--- src/vtas_pkg.sv ---
// Shared constants, codes and controller/datapath types of the approach steering block
`timescale 1ns / 1ps

package vtas_pkg;

  // field widths
  localparam int DATA_W     = 16;
  localparam int TIME_W     = 32;
  localparam int MS_W       = 16;
  localparam int KIND_W     = 2;
  localparam int ACT_W      = 2;
  localparam int PHASE_W    = 2;
  localparam int CFG_ADDR_W = 2;
  localparam int CFG_DATA_W = 16;

  localparam int FRAC_BITS_DEF = 14;

  // word kinds
  localparam logic [KIND_W-1:0] KIND_START = 2'd0;
  localparam logic [KIND_W-1:0] KIND_TICK  = 2'd1;
  localparam logic [KIND_W-1:0] KIND_END   = 2'd2;

  // drive actions
  localparam logic [ACT_W-1:0] ACT_NONE  = 2'd0;
  localparam logic [ACT_W-1:0] ACT_STOP  = 2'd1;
  localparam logic [ACT_W-1:0] ACT_DRIVE = 2'd2;

  // approach phases
  localparam logic [PHASE_W-1:0] PH_IDLE  = 2'd0;
  localparam logic [PHASE_W-1:0] PH_MOVE  = 2'd1;
  localparam logic [PHASE_W-1:0] PH_COAST = 2'd2;

  // configuration register indexes
  localparam logic [CFG_ADDR_W-1:0] CFG_TAPE  = 2'd0;
  localparam logic [CFG_ADDR_W-1:0] CFG_LOST  = 2'd1;
  localparam logic [CFG_ADDR_W-1:0] CFG_COAST = 2'd2;

  // configuration reset values
  localparam logic [MS_W-1:0] LOST_TIMEOUT_RST = 16'd1000;
  localparam logic [MS_W-1:0] COAST_TIME_RST   = 16'd500;

  // controller to datapath
  typedef struct packed {
    logic load_in;   // capture the input word
    logic fuse;      // fuse cameras, decide, update state, wheel product
    logic mul_x;     // proportional product
    logic mul_gain;  // wheel times |x| product
    logic calc;      // combine, clamp and form drive values
    logic load_out;  // move pending result into the output register
  } vtas_cmd_t;

  // datapath to controller
  typedef struct packed {
    logic steer;     // tick needs the steering products
  } vtas_sts_t;

endpackage

--- src/vtas_in_if.sv ---
// Input channel: start, tick or stop word with camera and wheel data
`timescale 1ns / 1ps

interface vtas_in_if;
  import vtas_pkg::*;

  logic                     valid;
  logic                     ready;
  logic [KIND_W-1:0]        kind;
  logic [TIME_W-1:0]        now_ms;
  logic                     left_seen;
  logic                     right_seen;
  logic signed [DATA_W-1:0] left_x;
  logic signed [DATA_W-1:0] left_y;
  logic signed [DATA_W-1:0] right_x;
  logic signed [DATA_W-1:0] right_y;
  logic signed [DATA_W-1:0] wheel_speed;

  modport source (
    output valid, kind, now_ms, left_seen, right_seen,
    output left_x, left_y, right_x, right_y, wheel_speed,
    input  ready
  );
  modport sink (
    input  valid, kind, now_ms, left_seen, right_seen,
    input  left_x, left_y, right_x, right_y, wheel_speed,
    output ready
  );
endinterface

--- src/vtas_out_if.sv ---
// Result channel: drive action, motor commands and status flags
`timescale 1ns / 1ps

interface vtas_out_if;
  import vtas_pkg::*;

  logic                     valid;
  logic                     ready;
  logic [ACT_W-1:0]         drive_action;
  logic signed [DATA_W-1:0] left_drive;
  logic signed [DATA_W-1:0] right_drive;
  logic                     lights_on;
  logic                     done_res;

  modport source (
    output valid, drive_action, left_drive, right_drive, lights_on, done_res,
    input  ready
  );
  modport sink (
    input  valid, drive_action, left_drive, right_drive, lights_on, done_res,
    output ready
  );
endinterface

--- src/vtas_cfg_if.sv ---
// Configuration write channel: register index and data
`timescale 1ns / 1ps

interface vtas_cfg_if;
  import vtas_pkg::*;

  logic                  valid;
  logic                  ready;
  logic [CFG_ADDR_W-1:0] addr;
  logic [CFG_DATA_W-1:0] data;

  modport source (output valid, addr, data, input ready);
  modport sink   (input valid, addr, data, output ready);
endinterface

--- src/vision_target_approach_steering.sv ---
// Top level of the vision target approach steering block
`timescale 1ns / 1ps

// Vision target approach steering. Each input word is a start, a control tick
// or a stop; each gives exactly one result word. A start, a stop, or a tick that
// stops, coasts or finds the target close enough goes from fuse to emit, which
// loads the output register; a steering tick passes mul1, mul2 and calc between,
// as its three products (0.2*wheel, 0.4*x, then 0.2*wheel times |x|) go one after
// the other through the single shared multiplier before the clamp stage. The next
// word is accepted in the cycle its predecessor's result is loaded, so a result
// waiting on a stalled output does not hold back the input until the following
// one is ready. Configuration writes are taken at any time (ready is always high)
// and belong in idle stretches. Values are signed with FRAC_BITS fraction bits.
module vision_target_approach_steering #(
  parameter int FRAC_BITS = vtas_pkg::FRAC_BITS_DEF
) (
  input logic     clk,
  input logic     rst_n,
  vtas_in_if.sink   in_ch,
  vtas_out_if.source out_ch,
  vtas_cfg_if.sink  cfg_ch
);
  import vtas_pkg::*;

  vtas_cmd_t cmd;
  vtas_sts_t sts;

  assign cfg_ch.ready = 1'b1;

  // step sequencer
  vtas_ctrl u_ctrl (
    .clk       (clk),
    .rst_n     (rst_n),
    .in_valid  (in_ch.valid),
    .in_ready  (in_ch.ready),
    .out_valid (out_ch.valid),
    .out_ready (out_ch.ready),
    .sts       (sts),
    .cmd       (cmd)
  );

  // arithmetic and state
  vtas_dp #(
    .FRAC_BITS (FRAC_BITS)
  ) u_dp (
    .clk              (clk),
    .rst_n            (rst_n),
    .cmd              (cmd),
    .sts              (sts),
    .cfg_we           (cfg_ch.valid),
    .cfg_addr         (cfg_ch.addr),
    .cfg_data         (cfg_ch.data),
    .in_kind          (in_ch.kind),
    .in_now_ms        (in_ch.now_ms),
    .in_left_seen     (in_ch.left_seen),
    .in_right_seen    (in_ch.right_seen),
    .in_left_x        (in_ch.left_x),
    .in_left_y        (in_ch.left_y),
    .in_right_x       (in_ch.right_x),
    .in_right_y       (in_ch.right_y),
    .in_wheel_speed   (in_ch.wheel_speed),
    .out_drive_action (out_ch.drive_action),
    .out_left_drive   (out_ch.left_drive),
    .out_right_drive  (out_ch.right_drive),
    .out_lights_on    (out_ch.lights_on),
    .out_done_res     (out_ch.done_res)
  );

endmodule

--- src/vtas_ctrl.sv ---
// Sequencing controller: input/output handshakes and datapath step commands
`timescale 1ns / 1ps

module vtas_ctrl (
  input  logic                clk,
  input  logic                rst_n,
  input  logic                in_valid,
  output logic                in_ready,
  output logic                out_valid,
  input  logic                out_ready,
  input  vtas_pkg::vtas_sts_t sts,
  output vtas_pkg::vtas_cmd_t cmd
);
  import vtas_pkg::*;

  typedef enum logic [5:0] {
    ST_IDLE = 6'b000001,
    ST_FUSE = 6'b000010,
    ST_MUL1 = 6'b000100,
    ST_MUL2 = 6'b001000,
    ST_CALC = 6'b010000,
    ST_EMIT = 6'b100000
  } vtas_state_t;

  vtas_state_t state_r, state_nxt;
  logic        out_valid_r, out_valid_nxt;
  logic        out_free;
  logic        take_in;

  // output register can take a word this cycle
  assign out_free = !out_valid_r || out_ready;
  assign in_ready = (state_r == ST_IDLE) || ((state_r == ST_EMIT) && out_free);
  assign take_in  = in_valid && in_ready;

  // next state and commands
  always_comb begin
    state_nxt = state_r;
    cmd       = '0;
    cmd.load_in = take_in;
    case (state_r)
      ST_IDLE: begin
        if (take_in) state_nxt = ST_FUSE;
      end
      ST_FUSE: begin
        cmd.fuse  = 1'b1;
        state_nxt = sts.steer ? ST_MUL1 : ST_EMIT;
      end
      ST_MUL1: begin
        cmd.mul_x = 1'b1;
        state_nxt = ST_MUL2;
      end
      ST_MUL2: begin
        cmd.mul_gain = 1'b1;
        state_nxt    = ST_CALC;
      end
      ST_CALC: begin
        cmd.calc  = 1'b1;
        state_nxt = ST_EMIT;
      end
      ST_EMIT: begin
        if (out_free) begin
          cmd.load_out = 1'b1;
          state_nxt    = take_in ? ST_FUSE : ST_IDLE;
        end
      end
      default: state_nxt = ST_IDLE;
    endcase
  end

  // result valid flag
  always_comb begin
    out_valid_nxt = out_valid_r;
    if (cmd.load_out)   out_valid_nxt = 1'b1;
    else if (out_ready) out_valid_nxt = 1'b0;
  end

  always_ff @(posedge clk) begin
    if (!rst_n) begin
      state_r     <= ST_IDLE;
      out_valid_r <= 1'b0;
    end else begin
      state_r     <= state_nxt;
      out_valid_r <= out_valid_nxt;
    end
  end

  assign out_valid = out_valid_r;

endmodule

--- src/vtas_dp.sv ---
// Datapath: camera fusion, phase state, shared multiplier, clamp and result registers
`timescale 1ns / 1ps

module vtas_dp #(
  parameter int FRAC_BITS = vtas_pkg::FRAC_BITS_DEF
) (
  input  logic                              clk,
  input  logic                              rst_n,
  input  vtas_pkg::vtas_cmd_t               cmd,
  output vtas_pkg::vtas_sts_t               sts,
  // configuration writes
  input  logic                              cfg_we,
  input  logic [vtas_pkg::CFG_ADDR_W-1:0]   cfg_addr,
  input  logic [vtas_pkg::CFG_DATA_W-1:0]   cfg_data,
  // input word
  input  logic [vtas_pkg::KIND_W-1:0]       in_kind,
  input  logic [vtas_pkg::TIME_W-1:0]       in_now_ms,
  input  logic                              in_left_seen,
  input  logic                              in_right_seen,
  input  logic signed [vtas_pkg::DATA_W-1:0] in_left_x,
  input  logic signed [vtas_pkg::DATA_W-1:0] in_left_y,
  input  logic signed [vtas_pkg::DATA_W-1:0] in_right_x,
  input  logic signed [vtas_pkg::DATA_W-1:0] in_right_y,
  input  logic signed [vtas_pkg::DATA_W-1:0] in_wheel_speed,
  // result word
  output logic [vtas_pkg::ACT_W-1:0]        out_drive_action,
  output logic signed [vtas_pkg::DATA_W-1:0] out_left_drive,
  output logic signed [vtas_pkg::DATA_W-1:0] out_right_drive,
  output logic                              out_lights_on,
  output logic                              out_done_res
);
  import vtas_pkg::*;

  // working widths: positions and constants, products, steering sums
  localparam int W  = (FRAC_BITS + 3 > 19) ? FRAC_BITS + 3 : 19;
  localparam int PW = 2 * W;
  localparam int VW = 24;

  // constants rounded to nearest at FRAC_BITS
  localparam int KOffset = ((6 << FRAC_BITS) + 50) / 100;
  localparam int KFwd    = ((2 << FRAC_BITS) + 5) / 10;
  localparam int KCube   = ((85 << FRAC_BITS) + 50) / 100;
  localparam int KHalf   = ((5 << FRAC_BITS) + 5) / 10;
  localparam int KSens   = ((4 << FRAC_BITS) + 5) / 10;
  localparam int KDSens  = ((2 << FRAC_BITS) + 5) / 10;
  localparam int KMax    = ((17 << FRAC_BITS) + 50) / 100;

  localparam logic signed [W-1:0]  KOffsetW = W'(KOffset);
  localparam logic signed [W-1:0]  KCubeW   = W'(KCube);
  localparam logic signed [W-1:0]  KHalfW   = W'(KHalf);
  localparam logic signed [W-1:0]  KSensW   = W'(KSens);
  localparam logic signed [W-1:0]  KDSensW  = W'(KDSens);
  localparam logic signed [VW-1:0] KFwdV    = VW'(KFwd);
  localparam logic signed [VW-1:0] KMaxV    = VW'(KMax);
  localparam logic signed [VW-1:0] SatHi    = VW'(32767);
  localparam logic signed [VW-1:0] SatLo    = VW'(-32768);

  function automatic logic signed [DATA_W-1:0] sat16(input logic signed [VW-1:0] v);
    logic signed [VW-1:0] c;
    c = v;
    if (v > SatHi) c = SatHi;
    if (v < SatLo) c = SatLo;
    return c[DATA_W-1:0];
  endfunction

  // configuration registers
  logic            tape_r;
  logic [MS_W-1:0] lost_to_r;
  logic [MS_W-1:0] coast_to_r;

  always_ff @(posedge clk) begin
    if (!rst_n) begin
      tape_r     <= 1'b0;
      lost_to_r  <= LOST_TIMEOUT_RST;
      coast_to_r <= COAST_TIME_RST;
    end else if (cfg_we) begin
      case (cfg_addr)
        CFG_TAPE:  tape_r     <= cfg_data[0];
        CFG_LOST:  lost_to_r  <= cfg_data[MS_W-1:0];
        CFG_COAST: coast_to_r <= cfg_data[MS_W-1:0];
        default: ;
      endcase
    end
  end

  // captured input word
  logic [KIND_W-1:0]        kind_r;
  logic [TIME_W-1:0]        now_r;
  logic                     sl_r, sr_r;
  logic signed [DATA_W-1:0] lx_r, ly_r, rx_r, ry_r, wheel_r;

  always_ff @(posedge clk) begin
    if (cmd.load_in) begin
      kind_r  <= in_kind;
      now_r   <= in_now_ms;
      sl_r    <= in_left_seen;
      sr_r    <= in_right_seen;
      lx_r    <= in_left_x;
      ly_r    <= in_left_y;
      rx_r    <= in_right_x;
      ry_r    <= in_right_y;
      wheel_r <= in_wheel_speed;
    end
  end

  // camera fusion
  logic signed [W-1:0] lx_w, ly_w, rx_w, ry_w;
  logic signed [W-1:0] x_f, y_f, dx, adx;

  assign lx_w = W'(lx_r);
  assign ly_w = W'(ly_r);
  assign rx_w = W'(rx_r);
  assign ry_w = W'(ry_r);
  assign dx   = rx_w - lx_w;
  assign adx  = dx[W-1] ? -dx : dx;

  always_comb begin
    if (sl_r && sr_r) begin
      x_f = (lx_w + rx_w) >>> 1;
      y_f = (ly_w + ry_w) >>> 1;
    end else if (sl_r) begin
      x_f = lx_w - KOffsetW;
      y_f = ly_w;
    end else begin
      x_f = rx_w + KOffsetW;
      y_f = ry_w;
    end
  end

  // phase state
  logic [PHASE_W-1:0] phase_r, phase_nxt;
  logic [TIME_W-1:0]  start_r, start_nxt;
  logic               fin_r, fin_nxt;
  logic               lights_r, lights_nxt;
  logic [TIME_W-1:0]  elapsed;
  logic               lost_exp, coast_exp, close;
  logic [ACT_W-1:0]   act;
  logic               drv_close;
  logic               steer;

  assign elapsed   = now_r - start_r;
  assign lost_exp  = elapsed > TIME_W'(lost_to_r);
  assign coast_exp = elapsed > TIME_W'(coast_to_r);

  // close enough to hand over to coasting
  always_comb begin
    if (!tape_r)            close = y_f < -KCubeW;
    else if (sl_r && sr_r)  close = adx > KHalfW;
    else                    close = y_f < -KHalfW;
  end

  // per-word decision
  always_comb begin
    phase_nxt  = phase_r;
    start_nxt  = start_r;
    fin_nxt    = fin_r;
    lights_nxt = lights_r;
    act        = ACT_NONE;
    drv_close  = 1'b0;
    steer      = 1'b0;
    case (kind_r)
      KIND_START: begin
        phase_nxt = PH_MOVE;
        start_nxt = now_r;
        fin_nxt   = 1'b0;
        if (tape_r) lights_nxt = 1'b1;
        act = ACT_STOP;
      end
      KIND_END: begin
        lights_nxt = 1'b0;
        act        = ACT_STOP;
      end
      KIND_TICK: begin
        if ((phase_r == PH_IDLE) || (!sl_r && !sr_r)) begin
          if (lost_exp) fin_nxt = 1'b1;
          act = ACT_STOP;
        end else if ((phase_r == PH_COAST) && coast_exp) begin
          phase_nxt = PH_IDLE;
          start_nxt = now_r;
          fin_nxt   = 1'b1;
          act       = ACT_STOP;
        end else if (phase_r != PH_MOVE) begin
          act = ACT_NONE;
        end else if (close) begin
          phase_nxt = PH_COAST;
          start_nxt = now_r;
          act       = ACT_DRIVE;
          drv_close = 1'b1;
        end else begin
          act   = ACT_DRIVE;
          steer = 1'b1;
        end
      end
      default: act = ACT_NONE;
    endcase
  end

  assign sts.steer = steer;

  always_ff @(posedge clk) begin
    if (!rst_n) begin
      phase_r  <= PH_IDLE;
      start_r  <= '0;
      fin_r    <= 1'b0;
      lights_r <= 1'b0;
    end else if (cmd.fuse) begin
      phase_r  <= phase_nxt;
      start_r  <= start_nxt;
      fin_r    <= fin_nxt;
      lights_r <= lights_nxt;
    end
  end

  // shared multiplier, floor shift by FRAC_BITS
  logic signed [VW-1:0] w_r, v1_r, v2_r;
  logic signed [W-1:0]  x_r, ax;
  logic signed [W-1:0]  mul_a, mul_b;
  logic signed [PW-1:0] prod, prod_sh;
  logic signed [VW-1:0] mul_q;

  assign ax = x_r[W-1] ? -x_r : x_r;

  always_comb begin
    if (cmd.fuse) begin
      mul_a = W'(wheel_r);
      mul_b = KDSensW;
    end else if (cmd.mul_x) begin
      mul_a = x_r;
      mul_b = KSensW;
    end else begin
      mul_a = W'(w_r);
      mul_b = ax;
    end
  end

  assign prod    = PW'(mul_a) * PW'(mul_b);
  assign prod_sh = prod >>> FRAC_BITS;
  assign mul_q   = prod_sh[VW-1:0];

  always_ff @(posedge clk) begin
    if (cmd.fuse) begin
      x_r <= x_f;
      w_r <= mul_q;
    end
    if (cmd.mul_x)    v1_r <= mul_q;
    if (cmd.mul_gain) v2_r <= mul_q;
  end

  // steering combine: sign guard, clamp, differential drive
  logic signed [VW-1:0] vb, vb_g, vb_c;

  always_comb begin
    vb   = v1_r + v2_r;
    vb_g = vb;
    if (((v1_r > 0) && (vb < 0)) || ((v1_r < 0) && (vb > 0))) vb_g = '0;
    vb_c = vb_g;
    if (vb_g > KMaxV)       vb_c = KMaxV;
    else if (vb_g < -KMaxV) vb_c = -KMaxV;
  end

  // pending result
  logic [ACT_W-1:0]         res_act_r;
  logic signed [DATA_W-1:0] res_left_r, res_right_r;
  logic                     res_lights_r, res_done_r;

  always_ff @(posedge clk) begin
    if (cmd.fuse) begin
      res_act_r    <= act;
      res_left_r   <= drv_close ? sat16(-KFwdV) : '0;
      res_right_r  <= drv_close ? sat16(-KFwdV) : '0;
      res_lights_r <= lights_nxt;
      res_done_r   <= fin_nxt;
    end else if (cmd.calc) begin
      res_act_r   <= ACT_DRIVE;
      res_left_r  <= sat16(-KFwdV - vb_c);
      res_right_r <= sat16(-KFwdV + vb_c);
    end
  end

  // output register
  always_ff @(posedge clk) begin
    if (cmd.load_out) begin
      out_drive_action <= res_act_r;
      out_left_drive   <= res_left_r;
      out_right_drive  <= res_right_r;
      out_lights_on    <= res_lights_r;
      out_done_res     <= res_done_r;
    end
  end

endmodule

--- src/flat_wrapper.sv ---
// flat-port wrapper written by rule: the top's interface ports become plain ports
module vision_target_approach_steering_flat import vtas_pkg::*;
#(
  parameter int FRAC_BITS = vtas_pkg::FRAC_BITS_DEF
)
  (clk, rst_n, in_ch_valid, in_ch_kind, in_ch_now_ms, in_ch_left_seen, in_ch_right_seen, in_ch_left_x, in_ch_left_y, in_ch_right_x, in_ch_right_y, in_ch_wheel_speed, in_ch_ready, out_ch_valid, out_ch_drive_action, out_ch_left_drive, out_ch_right_drive, out_ch_lights_on, out_ch_done_res, out_ch_ready, cfg_ch_valid, cfg_ch_addr, cfg_ch_data, cfg_ch_ready);
  vtas_in_if in_ch_i ();
  vtas_out_if out_ch_i ();
  vtas_cfg_if cfg_ch_i ();
  input logic clk;
  input logic rst_n;
  input wire logic [$bits(in_ch_i.valid)-1:0] in_ch_valid;
  input wire logic [$bits(in_ch_i.kind)-1:0] in_ch_kind;
  input wire logic [$bits(in_ch_i.now_ms)-1:0] in_ch_now_ms;
  input wire logic [$bits(in_ch_i.left_seen)-1:0] in_ch_left_seen;
  input wire logic [$bits(in_ch_i.right_seen)-1:0] in_ch_right_seen;
  input wire logic [$bits(in_ch_i.left_x)-1:0] in_ch_left_x;
  input wire logic [$bits(in_ch_i.left_y)-1:0] in_ch_left_y;
  input wire logic [$bits(in_ch_i.right_x)-1:0] in_ch_right_x;
  input wire logic [$bits(in_ch_i.right_y)-1:0] in_ch_right_y;
  input wire logic [$bits(in_ch_i.wheel_speed)-1:0] in_ch_wheel_speed;
  output wire logic [$bits(in_ch_i.ready)-1:0] in_ch_ready;
  output wire logic [$bits(out_ch_i.valid)-1:0] out_ch_valid;
  output wire logic [$bits(out_ch_i.drive_action)-1:0] out_ch_drive_action;
  output wire logic [$bits(out_ch_i.left_drive)-1:0] out_ch_left_drive;
  output wire logic [$bits(out_ch_i.right_drive)-1:0] out_ch_right_drive;
  output wire logic [$bits(out_ch_i.lights_on)-1:0] out_ch_lights_on;
  output wire logic [$bits(out_ch_i.done_res)-1:0] out_ch_done_res;
  input wire logic [$bits(out_ch_i.ready)-1:0] out_ch_ready;
  input wire logic [$bits(cfg_ch_i.valid)-1:0] cfg_ch_valid;
  input wire logic [$bits(cfg_ch_i.addr)-1:0] cfg_ch_addr;
  input wire logic [$bits(cfg_ch_i.data)-1:0] cfg_ch_data;
  output wire logic [$bits(cfg_ch_i.ready)-1:0] cfg_ch_ready;
  assign in_ch_i.valid = in_ch_valid;
  assign in_ch_i.kind = in_ch_kind;
  assign in_ch_i.now_ms = in_ch_now_ms;
  assign in_ch_i.left_seen = in_ch_left_seen;
  assign in_ch_i.right_seen = in_ch_right_seen;
  assign in_ch_i.left_x = in_ch_left_x;
  assign in_ch_i.left_y = in_ch_left_y;
  assign in_ch_i.right_x = in_ch_right_x;
  assign in_ch_i.right_y = in_ch_right_y;
  assign in_ch_i.wheel_speed = in_ch_wheel_speed;
  assign in_ch_ready = in_ch_i.ready;
  assign out_ch_valid = out_ch_i.valid;
  assign out_ch_drive_action = out_ch_i.drive_action;
  assign out_ch_left_drive = out_ch_i.left_drive;
  assign out_ch_right_drive = out_ch_i.right_drive;
  assign out_ch_lights_on = out_ch_i.lights_on;
  assign out_ch_done_res = out_ch_i.done_res;
  assign out_ch_i.ready = out_ch_ready;
  assign cfg_ch_i.valid = cfg_ch_valid;
  assign cfg_ch_i.addr = cfg_ch_addr;
  assign cfg_ch_i.data = cfg_ch_data;
  assign cfg_ch_ready = cfg_ch_i.ready;
  vision_target_approach_steering #(.FRAC_BITS(FRAC_BITS)) u_core (.clk(clk), .rst_n(rst_n), .in_ch(in_ch_i), .out_ch(out_ch_i), .cfg_ch(cfg_ch_i));
endmodule
--- config.mk ---
export PLATFORM = sky130hd
export DESIGN_NAME = vision_target_approach_steering_flat
export DESIGN_NICKNAME = d
export VERILOG_FILES = /design/src/vtas_pkg.sv /design/src/vtas_in_if.sv /design/src/vtas_out_if.sv /design/src/vtas_cfg_if.sv /design/src/vision_target_approach_steering.sv /design/src/vtas_ctrl.sv /design/src/vtas_dp.sv /design/src/flat_wrapper.sv
export SDC_FILE = /design/constraint.sdc
export NUM_CORES = 2
export LEC_CHECK = 0
export ABC_CLOCK_PERIOD_IN_PS = 11000
export BUFFER_PORTS_ARGS = -buffer_cell sky130_fd_sc_hd__buf_2
export CORE_ASPECT_RATIO = 2
export CORE_MARGIN = 1
export CORE_UTILIZATION = 35
export DETAILED_ROUTE_END_ITERATION = 12
export GPL_TIMING_DRIVEN = 0
export PLACE_DENSITY_LB_ADDON = 0.12
export RECOVER_POWER = 25
export SLEW_MARGIN = 40
export SYNTH_ARGS = -nofsm -noshare
export SYNTH_HDL_FRONTEND = slang
export SYNTH_SLANG_ARGS = --single-unit
export TNS_END_PERCENT = 50
--- constraint.sdc ---
create_clock -name clk -period 11 [get_ports clk]
set_input_delay 0.55 -clock clk [delete_from_list [all_inputs] [get_ports clk]]
set_output_delay 0.55 -clock clk [all_outputs]
set_load 0.02 [all_outputs]
==> metrics.cfg <==
[placed_design]
place_ws_ns = -0.777
gp_congestion = 0.934
post-dp-hpwl_mm = 93.9
port_buffers = 175
dp.cells = 4988

[clocking]
cts.sinks = 348
ctsHtreeMaxLevel = 2
path_clk_slew_ns = 0.06
cts_max_path_buffers = 3
cts_made_buffers = 37
cts_root_buf = clkbuf_16
worstSkewPairLatency_ns = 0.61
cts_tree = built

[logic_synthesis]
synthArstFlopShare_pct = 0
ys_seq_area_share_pct = 28.4
synth-seq-cells = 348
syn_inst = 3535
synthFlopType = edfxtp_1
ys_types = 104
ys_warn_count = 0
syn_area_mm2 = 0.0342
synth_edf_count = 272
syn_area_per_cell_um2 = 9.67

[min_path]
hold_path.class = input pin to register
whs_path_depth = 1

[drt]
routedWlPerCell_um = 22.2
antenna_left = 0
via_per_inst = 5.20
drcViolationCount = 0
drtPass1Iterations = 5
num_vias = 26300
drt_iter0_drc = 1285
wl_mm = 112

[die]
die_w_um = 223
pin_count = 178
initial_utilization_pct = 35.4
fp.dieH_um = 444
die_area_mm2 = 0.0990
row_count = 161
coreArea_mm2 = 0.0965

[layout]
finalNonFillerCells = 5055
drive_above_1_share_pct = 10.6
syn_to_final_growth_pct = 12.8
final_util_pct = 40.0
final_cell_mix = inv_1, nand2_1, fa_1, edfxtp_1, ha_1
nets = 4564
final_common_cell = inv_1

[sta]
fmax_mhz = 92.5
whs_ns = 0.108
fin_skew_ns = 0.0263
worst_pin_slew_ns = 0.975
finalWorstPathRequiredPeriod_ns = 10.82
layout_setup_ws_ns = 0.184
finalSetupViolations = 0
period_share_pct = 98.3
finalMaxSlewViolations = 0
grt_setup_unrepaired = no
relSlewSlack_pct = 34.6
hold_viol_final = 0

[run_status]
outcome = completed

[critical_path]
worst-path-max-fanout = 10
timing.rr.end = u_core.u_dp.v2_r[13]$_DFFE_PP_
cp_slowest_cell = xor2_2
r2r_start = u_core.u_dp.x_r[2]$_DFFE_PP_
r2r_setup_slack_ns = 0.18
cp-startpoint = u_core.u_dp.x_r[2]$_DFFE_PP_
worst_path_most_repeated_cell = fa_1
worst_ep_required_time_ns = 11.30
reg2regPathDepth = 31
cp-endpoint = u_core.u_dp.v2_r[13]$_DFFE_PP_
cp_slowest_stage_delay_ns = 0.67
crit_path_end_kind = register
cp.arrival_ns = 11.12
worst_setup_path_start_kind = register
setup.worst_path.class = register to register

[global_routing]
grt_max_degree = 42
grt_usage_pct = 23.0
overflow = 0
antenna_found_initial = 9
first_global_vias = 27800
grt_pass1_wl_mm = 168

[job]
cap_violations = 0

cells in the mapped netlist (20+ instances only):
cell type | number | area share (%)
edfxtp_1 | 272 | 24
nor3_1 | 66 | 0.97
inv_1 | 506 | 5.6
nand4_1 | 26 | 0.48
nor4_1 | 22 | 0.40
a21oi_1 | 176 | 2.6
o211ai_1 | 39 | 0.86
nor2b_1 | 66 | 1.2
clkbuf_1 | 87 | 0.96
a21boi_0 | 27 | 0.59
a31oi_1 | 29 | 0.53
a21o_1 | 61 | 1.3
o21a_1 | 33 | 0.72
ha_1 | 250 | 9.2
and3_1 | 20 | 0.37
xnor2_1 | 114 | 2.9
o21bai_1 | 20 | 0.44
and2_1 | 29 | 0.53
nand3_1 | 48 | 0.70
dfxtp_1 | 76 | 4.5
fa_1 | 373 | 22
nand2b_1 | 30 | 0.55
nor2_1 | 256 | 2.8
o21ai_0 | 103 | 1.5
xor2_1 | 53 | 1.4
mux2i_1 | 51 | 1.5
nand2_1 | 406 | 4.5
routing by layer:
metal / GRT usage (%) / vias up / wire length (µm)
li1: - / 12400 / -
met1: 22.0 / 13000 / 37300
met4: 14.7 / 12 / 8070
met3: 2.69 / 259 / 3750
met2: 45.4 / 639 / 62900
met5: 0 / - / 82
area by class of cell:
cell class              count  area, µm²
fillers                  9817      57900
multi-input cells        2609      22700
flip-flops and latches    348       9690
inverters                 507       1910
well taps                1222       1530
repair buffers            195       1080
clock buffers              46       1000
plain buffers             104        469
clock inverters            21        195
diodes                      3       7.51
worst min-delay path by stage:
stage | start | endpoint | slack (ns)
after floorplan | u_core.u_dp.res_done_r$_DFFE_PP_ | u_core.u_dp.out_done_res$_DFFE_PP_ | 0.40
after global placement | u_core.u_dp.res_right_r[2]$_SDFFCE_PP0P_ | u_core.u_dp.out_right_drive[2]$_DFFE_PP_ | 0.40
after detailed placement | u_core.u_dp.res_left_r[0]$_DFFE_PP_ | u_core.u_dp.out_left_drive[0]$_DFFE_PP_ | 0.40
after CTS | in_ch_left_y[0] | u_core.u_dp.ly_r[0]$_DFFE_PP_ | 0.06
after global routing | in_ch_left_seen | u_core.u_dp.sl_r$_DFFE_PP_ | 0.08
final | in_ch_left_y[0] | u_core.u_dp.ly_r[0]$_DFFE_PP_ | 0.11
critical path: cells and delay by family, from the launching register on:
| family | cells | cell delay, ns |
|---|---|---|
| buf+inv | 8 | 1.34 |
| simple gates | 8 | 2.05 |
| compound gates | 5 | 1.55 |
| fa+ha+maj | 8 | 4.13 |
| flops | 1 | 0.54 |
| xor+xnor | 2 | 0.86 |
per-stage QoR:
stage               setup TNS, ns  cell area [µm²]
floorplan                       0            34300
detailed placement         -18.60            37100
global route                    0            38600
CTS                             0            38400
global placement          -100.89            36700
finish                          0            38600
kinds of logic after synthesis:
family                     Yosys count  share of synthesized area (%)
DFF                                348                           28.4
xor gates and xnor gates           167                           4.28
AOI/OAI and AO/OA                  667                           13.3
muxes                               53                           1.56
buffers and inverters              617                           6.93
and+or+nand+nor                   1058                           14.5
adders and majority gates          623                           31.0
other                                2                         0.0220
sequential cells by signal, summed over array words and instances (netlist names), 17 cells and up:
name                 count
u_core.u_dp.w_r         19
u_core.u_dp.v1_r        24
u_core.u_dp.now_r       32
u_core.u_dp.v2_r        24
u_core.u_dp.x_r         17
u_core.u_dp.start_r     32
repair_timing:
| item | in CTS | in global routing |
|---|---|---|
| resized for setup | 20 | 40 |
| cloned | 0 | 0 |
| hold buffers | 0 | 0 |
| setup endpoints to repair | 48 | 48 |
| pin swaps | 0 | 1 |
| buffers inserted | 0 | 3 |
Power is left out: the tool's default activity adds up to more than one toggle a clock period on the data nets, which glitch-free logic cannot reach.
